$ cat config.mk
export PLATFORM = sky130hd
export DESIGN_NAME = ot_mod
export DESIGN_NICKNAME = d
export VERILOG_FILES = /design/src/rtl/order_table_hash_admit_and_state_assert.svh /design/src/rtl/ot_mod.sv
export SDC_FILE = /design/constraint.sdc
export NUM_CORES = 1
export LEC_CHECK = 0
export ABC_AREA = 0
export BUFFER_PORTS_ARGS = -buffer_cell sky130_fd_sc_hd__buf_2
export CAP_MARGIN = 20
export CORE_MARGIN = 1
export CORE_UTILIZATION = 36
export DETAILED_ROUTE_END_ITERATION = 10
export PLACE_DENSITY = 0.65
export SYNTH_ARGS = -nofsm -noshare
export SYNTH_HDL_FRONTEND = slang
export SYNTH_SLANG_ARGS = --single-unit
$ cat constraint.sdc
create_clock -name clk -period 3.97 [get_ports clk]
set_input_delay 0.1985 -clock clk [delete_from_list [all_inputs] [get_ports clk]]
set_output_delay 0.1985 -clock clk [all_outputs]
set_load 0.03 [all_outputs]
$ cat src/rtl/order_table_hash_admit_and_state_assert.svh
// Assertion macros shared by the order table RTL.
`ifndef ORDER_TABLE_HASH_ADMIT_AND_STATE_ASSERT_SVH
`define ORDER_TABLE_HASH_ADMIT_AND_STATE_ASSERT_SVH
// Implication checked on every clock edge outside reset.
`define OT_ASSERT_IMP(label, clk, rst_n, cond, prop) \
	label: assert property (@(posedge clk) disable iff (!rst_n) (cond) |-> (prop)) \
		else $error("assertion failed");
// Next-cycle implication checked outside reset.
`define OT_ASSERT_NEXT(label, clk, rst_n, cond, prop) \
	label: assert property (@(posedge clk) disable iff (!rst_n) (cond) |=> (prop)) \
		else $error("assertion failed");
`endif

$ cat src/rtl/ot_mod.sv
// Restoring remainder unit: 64-bit hash modulo the capacity, one bit a cycle.
module ot_mod (
	input  logic        clk,
	input  logic        arst_n,
	input  logic        start,
	input  logic [63:0] dividend,
	input  logic [10:0] divisor,
	output logic        done,
	output logic [10:0] rem
);
	logic [63:0] d_q;
	logic [11:0] r_q;
	logic [6:0]  cnt_q;
	logic        busy_q;
	logic [11:0] trial;

	assign trial = {r_q[10:0], d_q[63]};

	// Shift one dividend bit into the partial remainder and subtract if it fits.
	always_ff @(posedge clk or negedge arst_n) begin
		if (!arst_n) begin
			busy_q <= 1'b0;
			done <= 1'b0;
			cnt_q <= '0;
		end else begin
			done <= busy_q && !start && (cnt_q == 7'd63);
			if (start) begin
				busy_q <= 1'b1;
				d_q <= dividend;
				r_q <= '0;
				cnt_q <= '0;
			end else if (busy_q) begin
				d_q <= {d_q[62:0], 1'b0};
				r_q <= (trial >= {1'b0, divisor}) ? trial - {1'b0, divisor} : trial;
				cnt_q <= cnt_q + 7'd1;
				if (cnt_q == 7'd63) begin
					busy_q <= 1'b0;
				end
			end
		end
	end

	assign rem = r_q[10:0];
endmodule

* Yosys cells after proc, flatten, opt, wreduce, memory -nomap -nowiden
Index checks and enable logic that the tools add are counted.
Word-level totals: flip-flop bits (word level) 85, input port bits 78, word-level logic and storage cells 23
Operators by class: $add $sub $neg 2, magnitude comparators 1, equal/unequal tests 1, mux-type cells 9, reduce and logical (&&, ||, !) cells 5
Operator list (number):
- 64-bit 2-to-1 mux | 2
- 12-bit 2-to-1 mux | 2
- 7-bit 2-to-1 mux | 2
- 12-bit by 11-bit greater-or-equal comparator with 1-bit output | 1
- 12-bit by 11-bit subtractor with 12-bit output | 1
- 7-bit by 1-bit adder with 7-bit output (second input constant) | 1
- 7-bit by 6-bit == test with 1-bit output (second input constant) | 1
- 1-bit 2-to-1 mux | 3
- 1-bit logical AND | 2
- 2-bit AND reduction | 1
- 2-bit nonzero test | 1
- 1-bit logical NOT | 1

* Depth between registers and ports, before layout
depth after elaboration 4, depth in mapped cells 10, gate-level depth less buffers 9

* Least setup slack after synthesis
OpenSTA, ideal clock, no wires.
path kind flip-flop to flip-flop, start point register busy_q, end point register d_q[0], enable pin, setup time 0.494 ns, data arrival time 3.451 ns, data required time 3.476 ns, slack 0.025 ns, cell stages (with the launch flop) 4, path buffers 1, period minus slack after synthesis 3.945 ns, cell sequence dfrtp_1 > clkbuf_1 > nor2_1 > nor2b_1
Between the ends: word-level cells in the longest chain between the ends 2
RTL lines:
- start: declaration | line ot_mod.sv:14 | logic busy_q;
- start signal: assignment | line ot_mod.sv:22 | busy_q <= 1'b0;
- start signal: assignment | line ot_mod.sv:28 | busy_q <= 1'b1;
- start signal: assignment | line ot_mod.sv:37 | busy_q <= 1'b0;
- 2-bit nonzero test (no source line)
- 2-bit AND reduction (no source line)
- end signal: assignment | line ot_mod.sv:29 | d_q <= dividend;
- end signal: assignment | line ot_mod.sv:33 | d_q <= {d_q[62:0], 1'b0};
- end: declaration | line ot_mod.sv:11 | logic [63:0] d_q;
Every way passes these cells. A chain may end at the register's enable or synchronous reset.

* Worst setup path in the final report
start point register r_q[8], end point register r_q[1] (data pin)
Between the ends: word-level cells in the longest chain between the ends 3
RTL lines:
- start: declaration | line ot_mod.sv:12 | logic [11:0] r_q;
- start signal: assignment | line ot_mod.sv:34 | r_q <= (trial >= {1'b0, divisor}) ? trial - {1'b0, divisor} : trial;
- 12-bit by 11-bit greater-or-equal comparator with 1-bit output | line ot_mod.sv:34
- 12-bit 2-to-1 mux | line ot_mod.sv:34
- 12-bit 2-to-1 mux | line ot_mod.sv:32 | end else if (busy_q) begin
Every way passes these cells.

==> impl_metrics.csv <==
group,metric,value,unit
cells_and_area,fin_area,0.005139,mm²
routing,ant_nets,0,
routing,drtPass1Iterations,7,
cts,clk_pin_slew,0.06,ns
timing,tightest_slew,0.7911,ns
global_route,grt_usage,13.78,%
critical_path,worstSetupPathType,"register to register",
routing,drcViolationCount,10,
floorplan,io_pins,90,
logic_synthesis,ys_seq_area_share,57.96,%
place,hpwlAfterDp,5578,µm
global_route,grt_max_degree,47,
critical_path,cp.required,4.14,ns
cts,cts_root_buf,"clkbuf_16",
routing,drt_iter0_drc,153,
critical_path,worstPathMaxFanout,11,
floorplan,dieHeight,111.0,µm
logic_synthesis,synthTopCellsByCount,"edfxtp_1, mux2_2, nor2_1",
cells_and_area,diodes,0,
floorplan,die_area,0.01231,mm²
power_and_ir_drop,vdd_drop_max,204.5,µV
floorplan,start_util,37.11,%
timing,slew_headroom,47.26,%
logic_synthesis,synth-async-reset-ratio,10.71,%
logic_synthesis,ys_seq_elements,84,
status,violations,"DRC",
routing,vias_per_cell,4.975,
cells_and_area,final_cells,552,
floorplan,floorplan.core_area,0.01152,mm²
floorplan,die_w,111.0,µm
worst_hold_path,hp-class,"input port to register",
timing,maxSlewViolCount,0,
logic_synthesis,syn_area,0.004274,mm²
cts,clk_latency,0.34,ns
timing,setup-violations-final,0,
critical_path,reg2reg_from,"r_q[8]",
critical_path,start_kind,"register",
logic_synthesis,synthFlopType,"edfxtp_1",
place,place.gp.congestion,0.8475,
critical_path,rr_worst_depth,7,
floorplan,rows,39,
timing,finClkSkew,0.005372,ns
critical_path,r2r_end,"r_q[1]",
timing,hold_violations,0,
status,run_status,"complete, but fails checks",
routing,wire_per_inst,14.55,µm
place,place_area,0.004857,mm²
cts,cts_buffers,9,
logic_synthesis,synthCells,318,
power_and_ir_drop,leakagePower,2.060,nW
critical_path,cp_data_arrival_time,3.11,ns
cts,cts_buffer_depth,2,
global_route,antenna_found_initial,0,
routing,num_vias,2746,
logic_synthesis,ys_warn_count,0,
cells_and_area,drive_above_1_share,42.79,%
timing,period_share,74.02,%
cts,cts-htree-levels,3,
flow_run,cap_violations,0,
timing,grt_setup_unrepaired,"false",
cts,cts_sinks,84,
worst_hold_path,hp-start,"dividend[39]",
logic_synthesis,netlist_top_cells_area,"edfxtp_1, mux2_2, dfrtp_1",
worst_hold_path,hold_depth,2,
logic_synthesis,synth_top_area_share,52.69,%
logic_synthesis,synth_top_area_cell,"edfxtp_1",
timing,fin_crit,2.939,ns
power_and_ir_drop,power_density,442.1,mW/mm²
logic_synthesis,synth_cell_types,48,
logic_synthesis,synth_edf_count,75,
global_route,grt_pass1_wl,13240,µm
critical_path,end_kind,"register",
logic_synthesis,yosysMostFrequentCell,"edfxtp_1",
global_route,grt-ovfl-total,0,
timing,holdWs,0.1610,ns
critical_path,crit_path_end,"r_q[1]",
cts,postCtsSetupRepairBufs,0,
timing,tns,0,ns
routing,routed_wl,8029,µm
logic_synthesis,syn-num-nets,409,
place,io_buffers,89,
cts,tritoncts,"yes",
critical_path,cp-startpoint,"r_q[8]",
critical_path,r2r_setup_slack,1.03,ns
global_route,grt_pass1_vias,2781,
timing,timing.fmax,340.3,MHz
place,dp.cells,537,
cells_and_area,num-nets-final,497,
logic_synthesis,avgSynthCellArea,13.44,µm²
cells_and_area,area_growth,20.23,%
==> layout by cell type, fill, tap and decap left out, types with 6 or more instances in the layout <==
cell type   n
mux2_2     64
nor2_1     25
dfrtp_1     9
edfxtp_1   75
o21ai_0    10
ha_1       12
a311oi_1    6
nand2_1    20
inv_1      13
clkbuf_16   9
a21oi_1     6
buf_2      88
==> layer usage <==
metal	track usage, %	wire length (µm)	up-vias
li1	-	-	1371
met1	17.70	3648	1291
met5	0	0	-
met4	7.945	173	0
met2	20.84	3689	75
met3	3.827	518	9
==> per-stage QoR <==
| step | utilization (%) | setup slack [ns] | total power, mW |
|---|---|---|---|
| 5_1_grt | 44.62 | 0.8211 | 2.375 |
| 3_5_place_dp | 42.18 | 1.053 | 1.498 |
| 6_report | 44.62 | 1.031 | 2.272 |
| 3_3_place_gp | 42.18 | 1.165 | 1.487 |
| 4_1_cts | 44.62 | 1.034 | 2.304 |
| 2_1_floorplan | - | 0.02514 | 1.393 |
==> power by group <==
part	switching [mW]	internal (mW)
Clock	0.315	0.475
Sequential	0.0334	1.05
Combinational	0.210	0.188
Total	0.559	1.71
==> kinds of logic after synthesis <==
| family | Yosys count | synth area share [%] |
|---|---|---|
| adder cells (fa/ha/maj) | 13 | 3.981 |
| AND/OR/NAND/NOR | 77 | 8.988 |
| multiplexers | 66 | 17.33 |
| AO/OA/AOI/OAI | 42 | 7.113 |
| XOR/XNOR | 8 | 1.639 |
| flip-flops | 84 | 57.96 |
| buffers and inverters | 28 | 2.986 |
==> repair_timing <==
action                    4_1_cts  5_1_grt
gates resized for setup         0        0
hold endpoints to repair        9        0
hold buffers                    1        0
==> how the worst min path moves through the flow <==
stage / to / slack (ns)
global placement: cnt_q[4] / 0.17
detailed placement: done / 0.18
finish: d_q[39] / 0.16
global route: d_q[11] / 0.15
CTS: d_q[45] / 0.15
floorplan: busy_q / -0.1
==> critical path: stages, from the launching register on <==
cell	delay [ns]
edfxtp_1	0.45
ha_1	0.42
a21o_1	0.22
a211o_1	0.32
or3_4	0.41
nor2_2	0.35
mux2_2	0.39
a211oi_1	0.22
==> sequential cells by signal, summed over array words and instances (netlist names) <==
signal / count
r_q: 11
cnt_q: 7
done: 1
d_q: 64
busy_q: 1
==> layout make-up <==
| type | count | area, µm² |
|---|---|---|
| fillers | 1068 | 6377 |
| repair buffers | 92 | 485.5 |
| clock inverters | 4 | 42.54 |
| inverters | 13 | 48.80 |
| multi-input cells | 206 | 1677 |
| flip-flops and latches | 84 | 2477 |
| well taps | 143 | 178.9 |
| clock buffers | 10 | 229.0 |
Note: power is estimated with default switching activity, not from simulation.
