==> src/rtl/order_table_hash_admit_and_state_assert.svh <==
// Assertion macros shared by the order table RTL.
`ifndef ORDER_TABLE_HASH_ADMIT_AND_STATE_ASSERT_SVH
`define ORDER_TABLE_HASH_ADMIT_AND_STATE_ASSERT_SVH
// Implication checked on every clock edge outside reset.
`define OT_ASSERT_IMP(label, clk, rst_n, cond, prop) \
	label: assert property (@(posedge clk) disable iff (!rst_n) (cond) |-> (prop)) \
		else $error("assertion failed");
// Next-cycle implication checked outside reset.
`define OT_ASSERT_NEXT(label, clk, rst_n, cond, prop) \
	label: assert property (@(posedge clk) disable iff (!rst_n) (cond) |=> (prop)) \
		else $error("assertion failed");
`endif

==> src/rtl/ot_pkg.sv <==
// Package with codes, types and hash constants of the order table.
package ot_pkg;
	localparam logic [63:0] FNV_BASIS = 64'hCBF29CE484222325;
	localparam logic [63:0] FNV_PRIME = 64'h00000100000001B3;

	localparam logic [2:0] K_ADMIT = 3'd0;
	localparam logic [2:0] K_ENC_OK = 3'd1;
	localparam logic [2:0] K_ENC_FAIL = 3'd2;
	localparam logic [2:0] K_INIT_FAIL = 3'd3;
	localparam logic [2:0] K_WRITE_INIT = 3'd4;
	localparam logic [2:0] K_UNKNOWN = 3'd5;
	localparam logic [2:0] K_UNK_FAULT = 3'd6;
	localparam logic [2:0] K_LOOKUP = 3'd7;

	localparam logic [2:0] S_ADMITTED = 3'd0;
	localparam logic [2:0] S_DUPLICATE = 3'd1;
	localparam logic [2:0] S_FULL = 3'd2;
	localparam logic [2:0] S_INVALID = 3'd3;
	localparam logic [2:0] S_TRANS_OK = 3'd4;
	localparam logic [2:0] S_FOUND = 3'd5;
	localparam logic [2:0] S_NOT_FOUND = 3'd6;

	localparam logic [2:0] ST_PEND_ENC = 3'd0;
	localparam logic [2:0] ST_PEND_INIT = 3'd1;
	localparam logic [2:0] ST_WRITE_INIT = 3'd2;
	localparam logic [2:0] ST_LOC_FAILED = 3'd3;
	localparam logic [2:0] ST_UNKNOWN = 3'd4;

	// One hash result handed from the hash unit to the probe engine.
	typedef struct packed {
		logic [63:0] hash;
		logic        valid;
	} ot_hash_t;
endpackage

==> src/rtl/ot_hash.sv <==
// FNV-1a hash unit: one key byte per step, multiply split over 32-bit partial products.
module ot_hash import ot_pkg::*; #(
	parameter int KEY_BYTES = 8
) (
	input  logic        clk,
	input  logic        arst_n,
	input  logic        start,
	input  logic [63:0] key,
	output ot_hash_t    res
);
	localparam int BW = (KEY_BYTES > 1) ? $clog2(KEY_BYTES) : 1;

	typedef enum logic [1:0] {H_IDLE, H_XOR, H_MUL_LO, H_MUL_HI} hstate_t;

	hstate_t     st_q;
	logic [63:0] h_q;
	logic [63:0] x_q;
	logic [63:0] lo_q;
	logic [BW-1:0] byte_q;
	logic [63:0] key_q;
	logic        done_q;
	logic [63:0] p_lo;

	// Prime = 2^40 + 0x1B3: the product mod 2^64 is x*0x1B3 + (x << 40).
	assign p_lo = {32'd0, x_q[31:0]} * 64'h1B3;

	// Byte-serial sequencer: xor, then low and high partial products.
	always_ff @(posedge clk or negedge arst_n) begin
		if (!arst_n) begin
			st_q <= H_IDLE;
			done_q <= 1'b0;
			byte_q <= '0;
		end else begin
			done_q <= (st_q == H_MUL_HI) && (32'(byte_q) == KEY_BYTES - 1);
			case (st_q)
				H_IDLE: begin
					if (start) begin
						h_q <= FNV_BASIS;
						key_q <= key;
						byte_q <= '0;
						st_q <= H_XOR;
					end
				end
				H_XOR: begin
					x_q <= h_q ^ {56'd0, key_q[7:0]};
					st_q <= H_MUL_LO;
				end
				H_MUL_LO: begin
					lo_q <= p_lo + {x_q[23:0], 40'd0};
					st_q <= H_MUL_HI;
				end
				H_MUL_HI: begin
					h_q <= lo_q + {x_q[63:32] * 32'h1B3, 32'd0};
					key_q <= {8'd0, key_q[63:8]};
					if (32'(byte_q) == KEY_BYTES - 1) begin
						st_q <= H_IDLE;
					end else begin
						byte_q <= byte_q + 1'b1;
						st_q <= H_XOR;
					end
				end
				default: st_q <= H_IDLE;
			endcase
		end
	end

	assign res.hash = h_q;
	assign res.valid = done_q;
endmodule

==> config.mk <==
export PLATFORM = sky130hd
export DESIGN_NAME = ot_hash
export DESIGN_NICKNAME = d
export VERILOG_FILES = /design/src/rtl/order_table_hash_admit_and_state_assert.svh /design/src/rtl/ot_pkg.sv /design/src/rtl/ot_hash.sv
export SDC_FILE = /design/constraint.sdc
export NUM_CORES = 1
export LEC_CHECK = 0
export BUFFER_PORTS_ARGS = -buffer_cell sky130_fd_sc_hd__clkbuf_2
export CORE_ASPECT_RATIO = 1.4
export CORE_UTILIZATION = 40
export CTS_CLUSTER_DIAMETER = 100
export DETAILED_ROUTE_END_ITERATION = 16
export PLACE_DENSITY = 0.53
export SLEW_MARGIN = 20
export SYNTH_ARGS = -nofsm -noshare
export SYNTH_HDL_FRONTEND = slang
export SYNTH_SLANG_ARGS = --single-unit
==> constraint.sdc <==
create_clock -name clk -period 13.2 [get_ports clk]
set_input_delay 1.32 -clock clk [delete_from_list [all_inputs] [get_ports clk]]
set_output_delay 1.32 -clock clk [all_outputs]
set_load 0.005 [all_outputs]
# Yosys cells after proc, flatten, opt, wreduce, memory -nomap -nowiden
# Cells that the tools add are included.
[classes]
n_bitwise = 1
mul = 2
n_addsub = 3
n_eq_ne = 6
n_reduce_logical = 7
mux = 10
[op_table]
columns = ["op", "n"]
rows = [
  ["case mux 64 bit (2 select lines)", 2],
  ["2-to-1 mux 64 bit", 2],
  ["adder 41 x 64 -> 64 bit", 1],
  ["adder 64 bit", 1],
  ["bitwise XOR 64 x 8 -> 64 bit", 1],
  ["multiplier 32 x 9 -> 41 bit (second input constant)", 1],
  ["multiplier 32 x 9 -> 32 bit (second input constant)", 1],
  ["case mux 2 bit (4 select lines)", 1],
  ["2-to-1 mux 3 bit", 2],
  ["case mux 3 bit (2 select lines)", 1],
  ["AND reduction 3 bit", 2],
  ["equality test 2 bit (second input constant)", 2],
  ["inequality test 2 bit (second input constant)", 2],
  ["AND reduction 2 bit", 2],
  ["adder 3 x 1 -> 3 bit (second input constant)", 1],
  ["equality test 3 bit (second input constant)", 1],
  ["equality test 2 x 1 -> 1 bit (second input constant)", 1],
  ["zero test 2 bit", 1],
  ["2-to-1 mux 2 bit", 1],
  ["nonzero test 2 bit", 1],
  ["logical AND 1 bit", 1],
  ["2-to-1 mux 1 bit", 1],
]
[totals]
word_cells = 36
inputBits = 67
ff_bits = 262
output_inout_bits = 65

# Logic depth before layout (Yosys ltp)
# Gate-level depths: netlist (run 1).
[depth]
ltp_word = 3
mapped_depth = 28
ltp_nobuf = 27

# Least setup slack after synthesis (run 1)
# Ideal clock, no wire load.
[synth_path]
kind = "input to register"
startpoint = "in start"
endpoint = "reg h_q[0] (enable)"
setup_time_ns = 0.629
path_buffers = 0
t_required_ns = 12.571
arrival_ns = 7.312
cell_stages = 3
setup_slack_ns = 5.259
cell_sequence = "nand2b_1 > o21ai_0 > nor2b_1"
[synth_between]
elab_chain_len = 2
[synth_rtl]
columns = ["element", "line_no", "text"]
rows = [
  ["from (decl)", "ot_hash.sv:7", "input logic start,"],
  ["inequality test 2 bit (no source line)", "--", ""],
  ["AND reduction 3 bit (no source line)", "--", ""],
  ["to (signal assigned)", "ot_hash.sv:53", "h_q <= lo_q + {x_q[63:32] * 32'h1B3, 32'd0};"],
  ["to (decl)", "ot_hash.sv:16", "logic [63:0] h_q;"],
]
# Every way passes these cells.
# A chain may end at the register's enable or synchronous reset.

# Final worst setup path (run 1)
[layout_path]
startpoint = "reg x_q[33]"
endpoint = "reg h_q[63], data pin"
[layout_between]
elab_chain_len = 3
[layout_rtl]
columns = ["element", "line_no", "text"]
rows = [
  ["from (decl)", "ot_hash.sv:17", "logic [63:0] x_q;"],
  ["from (signal assigned)", "ot_hash.sv:45", "x_q <= h_q ^ {56'd0, key_q[7:0]};"],
  ["multiplier 32 x 9 -> 32 bit", "ot_hash.sv:53", ""],
  ["adder 64 bit", "ot_hash.sv:53", ""],
  ["case mux 64 bit (2 select lines)", "ot_hash.sv:35", "case (st_q)"],
]
# Every way passes these cells.

==> results of run 1 <==
## synthesized netlist by cell type (8+ instances only)
cell type	instances	share of area, %
inv_1	375	6.4
edfxtp_1	256	35
ha_1	250	14
fa_1	199	18
a21oi_1	96	2.2
nand2_1	92	1.6
xnor2_1	77	3.1
a21o_1	57	1.9
xor2_1	57	2.3
mux2_2	56	2.9
o21ai_0	47	1.1
nor2_1	45	0.77
and2_1	39	1.1
nand3_1	32	0.73
clkbuf_1	24	0.41
nor2b_1	22	0.62
o21bai_1	19	0.65
nand2b_1	15	0.43
nor3_1	15	0.34
nand4_1	14	0.40
a211oi_1	13	0.44
a211o_1	10	0.40
and3_1	10	0.28
o21a_1	9	0.31
a31oi_1	8	0.23
## state kept, by name (all words and copies together), names as in the netlist
signal / count
byte_q: 3
done_q: 1
h_q: 64
key_q: 64
lo_q: 64
st_q: 2
x_q: 64
## stage by stage
stage	util, %	area, um2	worst slack (ns)
floorplan	-	22100	5.26
global placement	43.3	23500	6.29
detailed placement	43.3	23500	6.24
CTS	45.1	24500	6.20
global route	45.1	24500	5.63
finish	45.1	24500	6.24
## kinds of logic (layout without fill, tap and decap cells)
group           Yosys count  count (layout)
fa+ha+maj               449             449
buf+inv                 408             564
compound gates          316             316
simple gates            314             314
flops                   262             262
xor+xnor                134             134
mux                      61              61
## routing by layer
metal  GRT usage [%]  up-vias
li1                -     6859
met5               0        -
met1            21.6     6934
met4            5.83        0
met3            2.37       81
met2            35.8      235
## final cells by class
| type | count | area [um2] | area share (%) |
|---|---|---|---|
| multi-input cells | 1274 | 12700 | 51.8 |
| flip-flops and latches | 262 | 7840 | 32.0 |
| inverters | 375 | 1410 | 5.74 |
| well taps | 721 | 902 | 3.68 |
| clock buffers | 34 | 744 | 3.04 |
| repair buffers | 136 | 693 | 2.83 |
| clock inverters | 19 | 218 | 0.888 |
## worst max-delay path by stage
| stage | from | endpoint | slack (ns) | depth (start not counted) |
|---|---|---|---|---|
| 2_1_floorplan | start | h_q[0] | 5.26 | 3 |
| 3_3_place_gp | x_q[33] | h_q[63] | 6.29 | 25 |
| 3_5_place_dp | x_q[33] | h_q[63] | 6.24 | 25 |
| 4_1_cts | x_q[33] | h_q[63] | 6.20 | 25 |
| 5_1_grt | x_q[37] | h_q[63] | 5.63 | 26 |
| 6_report | x_q[33] | h_q[63] | 6.24 | 25 |
==> impl_metrics.env, run 1 <==
export IMPL_reg2regPathDepth=25
export IMPL_totalWireLength_um=51000
export IMPL_rsz0062_at_grt="no"
export IMPL_cts_hold_buf=0
export IMPL_synth_compound_area_share_pct=9.57
export IMPL_antenna_found_initial=0
export IMPL_critPathKind="register to register"
export IMPL_synthMuxAreaShare_pct=3.08
export IMPL_firstDrtPassIters=6
export IMPL_clk_pin_slew_worst_paths_ns=0.08
export IMPL_fill_cells=5160
export IMPL_min_delay_start="h_q[14]"
export IMPL_critPathSlowestCell="fa_1"
export IMPL_finalSetupViolCount=0
export IMPL_cp_end_kind="register"
export IMPL_cp_max_fo=5
export IMPL_cp_start_kind="register"
export IMPL_dr_wl_met3_um=1560
export IMPL_status="complete, no violations"
export IMPL_grt_overflow_total=0
export IMPL_crit_path_frequent_cell="ha_1"
export IMPL_start_util_pct=40.6
export IMPL_arrival_ns=7.28
export IMPL_yosysSeqAreaShare_pct=35.5
export IMPL_drtIter0Drc=617
export IMPL_synth_area_um2=22100
export IMPL_max_clock_freq_ghz=0.144
export IMPL_ant_nets=0
export IMPL_grtUsageTotal_pct=18.7
export IMPL_yosysUniqueCellTypes=73
export IMPL_synth_cells=1944
export IMPL_ys_warn_count=0
export IMPL_die_area_um2=56100
export IMPL_synth_simple_area_share_pct=7.28
export IMPL_synth_top_family_by_area="adder cells"
export IMPL_whs_path_depth=0
export IMPL_regToRegEndpoint="h_q[63]"
export IMPL_synthArstFlopShare_pct=2.29
export IMPL_clockBufferDepth=3
export IMPL_slew_viol_final=0
export IMPL_hpwl_um=42200
export IMPL_finalHoldWorstSlack_ns=0.440
export IMPL_viasPerCell=5.00
export IMPL_core_um2=54300
export IMPL_htreeDepth=1
export IMPL_layoutNonFillerInstCount=2821
export IMPL_layout_commonest_cell="inv_1"
export IMPL_r2r_start="x_q[33]"
export IMPL_min_period_ns=6.96
export IMPL_layout_common_cells="375 x inv_1, 256 x edfxtp_1, 249 x ha_1, 199 x fa_1, 131 x clkbuf_2"
export IMPL_tns_ns=0
export IMPL_grt_pass1_wl_um=82700
export IMPL_synthAdderAreaFrac_pct=32.2
export IMPL_hold_path_class="register to register"
export IMPL_maxCapViolCount=0
export IMPL_rows=101
export IMPL_synth_edf_count=256
export IMPL_area_growth_pct=11.0
export IMPL_max_slew_margin_rel_pct=39.5
export IMPL_drive_gt1_share_pct=12.4
export IMPL_skew_ns=0.0258
export IMPL_tightest_slew_ns=0.908
export IMPL_drt_wirelength_per_cell_um=18.1
export IMPL_vias=14109
export IMPL_synth_top_flop_cell="edfxtp_1"
export IMPL_final_nets=2594
export IMPL_cts_tree="yes"
export IMPL_hold_viol_final=0
export IMPL_synthXorXnorAreaFrac_pct=5.32
export IMPL_critPathBufInv=2
export IMPL_clock_root_buffer="clkbuf_16"
export IMPL_die_w_um=201
export IMPL_grt_pass1_vias=15550
export IMPL_crit_required_ns=13.52
export IMPL_wl_met1_um=20700
export IMPL_grt_start_max_net_pins=77
export IMPL_met2_length_um=27400
export IMPL_routed_top_layer="met4"
export IMPL_cts_resized_gates=0
export IMPL_globalplace_congestion=0.885
export IMPL_rrSetupSlack_ns=6.24
export IMPL_synth_avg_cell_area_um2=11.4
export IMPL_cts_sinks=262
export IMPL_pin_count=132
export IMPL_holdPathEnd="x_q[14]"
export IMPL_synth_fp_nets=2460
export IMPL_max_stage_delay_ns=0.54
export IMPL_fin_crit_sh_pct=52.7
export IMPL_antenna_cells=0
export IMPL_die_y_um=280
export IMPL_placed_cells=2768
export IMPL_post_cts_setup_buffers=0
export IMPL_io_buffer_count=131
export IMPL_drc_errors=0
export IMPL_cp_top_family="compound AO/OA/AOI/OAI gates"
export IMPL_clkLatencyLatePin_ns=0.61
export IMPL_cts_made_buffers=29
export IMPL_synth_seq_cells=262
Power of run 1 is left out: the tool's default activity adds up to more than one toggle a clock period on the data nets, which glitch-free logic cannot reach.
==> run 2: changes to the inputs <==
Settings changed: PLACE_DENSITY 0.53 to 0.55.
Clock period 13.2 ns to 6.3 ns, I/O delays scaled along.
==> run 2 against run 1 <==
Compared with the run above:
- critical path depth fell by 2
- wire length grew 3.3%
- non-clock buffer count increased by 141
- maximum frequency grew 12%
- clock skew decreased by 0.0058 ns
- critical path type unchanged
==> impl_metrics.env, run 2 (same netlist as run 1, synthesis figures left out) <==
export IMPL_status="complete, no violations"
export IMPL_r2r_start="x_q[43]"
export IMPL_io_buffer_count=131
export IMPL_start_util_pct=40.6
export IMPL_crit_end="h_q[62]"
export IMPL_cp_startpoint="x_q[43]"
export IMPL_layout_common_cells="373 x inv_1, 256 x edfxtp_1, 234 x ha_1, 198 x fa_1, 141 x buf_4"
export IMPL_arrival_ns=6.53
export IMPL_fin_area_um2=26000
export IMPL_postPlaceCellArea_um2=24500
export IMPL_cts_made_buffers=29
export IMPL_min_period_ns=6.22
export IMPL_grt_overflow_total=0
export IMPL_hold_path_class="input pin to register"
export IMPL_cp_start_kind="register"
export IMPL_die_y_um=280
export IMPL_drtIter0Drc=721
export IMPL_grt_pass1_vias=16191
export IMPL_finalSetupViolCount=0
export IMPL_antenna_cells=0
export IMPL_slew_viol_final=0
export IMPL_htreeDepth=1
export IMPL_globalplace_congestion=0.896
export IMPL_final_nets=2735
export IMPL_cp_end_kind="register"
export IMPL_clockBufferDepth=3
export IMPL_hpwl_um=42600
export IMPL_drt_wirelength_per_cell_um=17.8
export IMPL_cts_tree="yes"
export IMPL_crit_required_ns=6.61
export IMPL_rows=101
export IMPL_area_growth_pct=17.8
export IMPL_drive_gt1_share_pct=20.7
export IMPL_cp_max_fo=3
export IMPL_viasPerCell=4.95
export IMPL_totalWireLength_um=52700
export IMPL_rrSetupSlack_ns=0.08
export IMPL_grtUsageTotal_pct=19.3
export IMPL_clock_root_buffer="clkbuf_16"
export IMPL_skew_ns=0.0200
export IMPL_place_ws_ns=-0.381
export IMPL_die_area_um2=56100
export IMPL_regToRegEndpoint="h_q[62]"
export IMPL_grt_pass1_wl_um=85300
export IMPL_reg2regPathDepth=23
export IMPL_vias=14676
export IMPL_fin_crit_sh_pct=98.8
export IMPL_die_w_um=201
export IMPL_cts_sinks=262
export IMPL_tightest_slew_ns=0.905
export IMPL_clk_pin_slew_worst_paths_ns=0.06
export IMPL_maxCapViolCount=0
export IMPL_hold_viol_final=0
export IMPL_firstDrtPassIters=5
export IMPL_rsz0062_at_grt="yes"
export IMPL_max_slew_margin_rel_pct=39.7
export IMPL_max_clock_freq_ghz=0.161
export IMPL_core_um2=54300
export IMPL_critPathKind="register to register"
export IMPL_grt_start_max_net_pins=129
export IMPL_drc_errors=0
export IMPL_layout_commonest_cell="inv_1"
export IMPL_setup_slack_ns=0.0773
export IMPL_pin_count=132
export IMPL_ant_nets=0
export IMPL_antenna_found_initial=0
export IMPL_clkLatencyLatePin_ns=0.61
-- run 2: cell count changes in the layout (fill, tap and decap cells not counted), moves of 12 or more --
| cell | change |
|---|---|
| ha_4 | +12 |
| ha_1 | -15 |
| a21oi_1 | -16 |
| a21oi_2 | +14 |
| buf_4 | +136 |
-- run 2: worst min path at each step --
| stage | slack (ns) | to | cells past startpoint | startpoint |
|---|---|---|---|---|
| 3_3_place_gp | 0.44 | x_q[14] | 0 | h_q[14] |
| 5_1_grt | 0.31 | key_q[24] | 2 | key[24] |
| 6_report | 0.32 | key_q[63] | 2 | key[63] |
| 4_1_cts | 0.29 | key_q[61] | 2 | key[61] |
| 3_5_place_dp | 0.43 | x_q[9] | 0 | h_q[9] |
| 2_1_floorplan | 0.33 | byte_q[0] | 0 | arst_n |
-- run 2: worst max-delay path, cell delays in order (launching register included) --
cell and delay, ns:
edfxtp_1 0.43, ha_4 0.29, inv_1 0.06, buf_4 0.15, fa_1 0.50, inv_1 0.06
fa_1 0.53, inv_1 0.06, fa_1 0.55, inv_1 0.05, ha_1 0.30, o21a_1 0.18
o211ai_1 0.24, nor2b_2 0.10, a211oi_4 0.29, a21oi_2 0.12, or3_4 0.35, a311o_1 0.34
xor2_1 0.17, ha_1 0.34, buf_4 0.15, or3b_2 0.45, mux2i_1 0.16, a311oi_1 0.06
-- run 2: what timing repair did --
item / 4_1_cts / 5_1_grt
hold buffers: 1 / 0
hold endpoints to repair: 6 / 0
setup endpoints to repair: 10 / 14
pin swaps: 27 / 52
resized for setup: 30 / 57
buffers inserted: 3 / 6
-- run 2: final cells by class --
class | count | area (um2)
clock buffers | 33 | 741
multi-input cells | 1274 | 13100
flip-flops and latches | 262 | 7840
inverters | 375 | 1410
well taps | 721 | 902
fillers | 5049 | 28300
repair buffers | 277 | 1780
clock inverters | 21 | 213
-- run 2: metrics by stage --
step	util [%]	TNS [ns]	instances	hold WS [ns]
4_1_cts	47.2	-0.00582	2957	0.291
3_5_place_dp	45.2	-2.11	2899	0.434
6_report	47.8	0	2963	0.320
2_1_floorplan	-	0	1944	0.334
5_1_grt	47.8	-1.10	2963	0.306
3_3_place_gp	45.2	-1.63	2899	0.436
-- run 2: routing by layer --
| layer | wire length [um] | GRT usage, % | up-vias |
|---|---|---|---|
| met5 | 0 | 0 | - |
| met4 | 1910 | 7.11 | 0 |
| met3 | 1610 | 2.09 | 102 |
| met2 | 28200 | 36.5 | 258 |
| met1 | 21000 | 22.2 | 7184 |
| li1 | - | - | 7132 |
Power of run 2 is left out for the same reason.
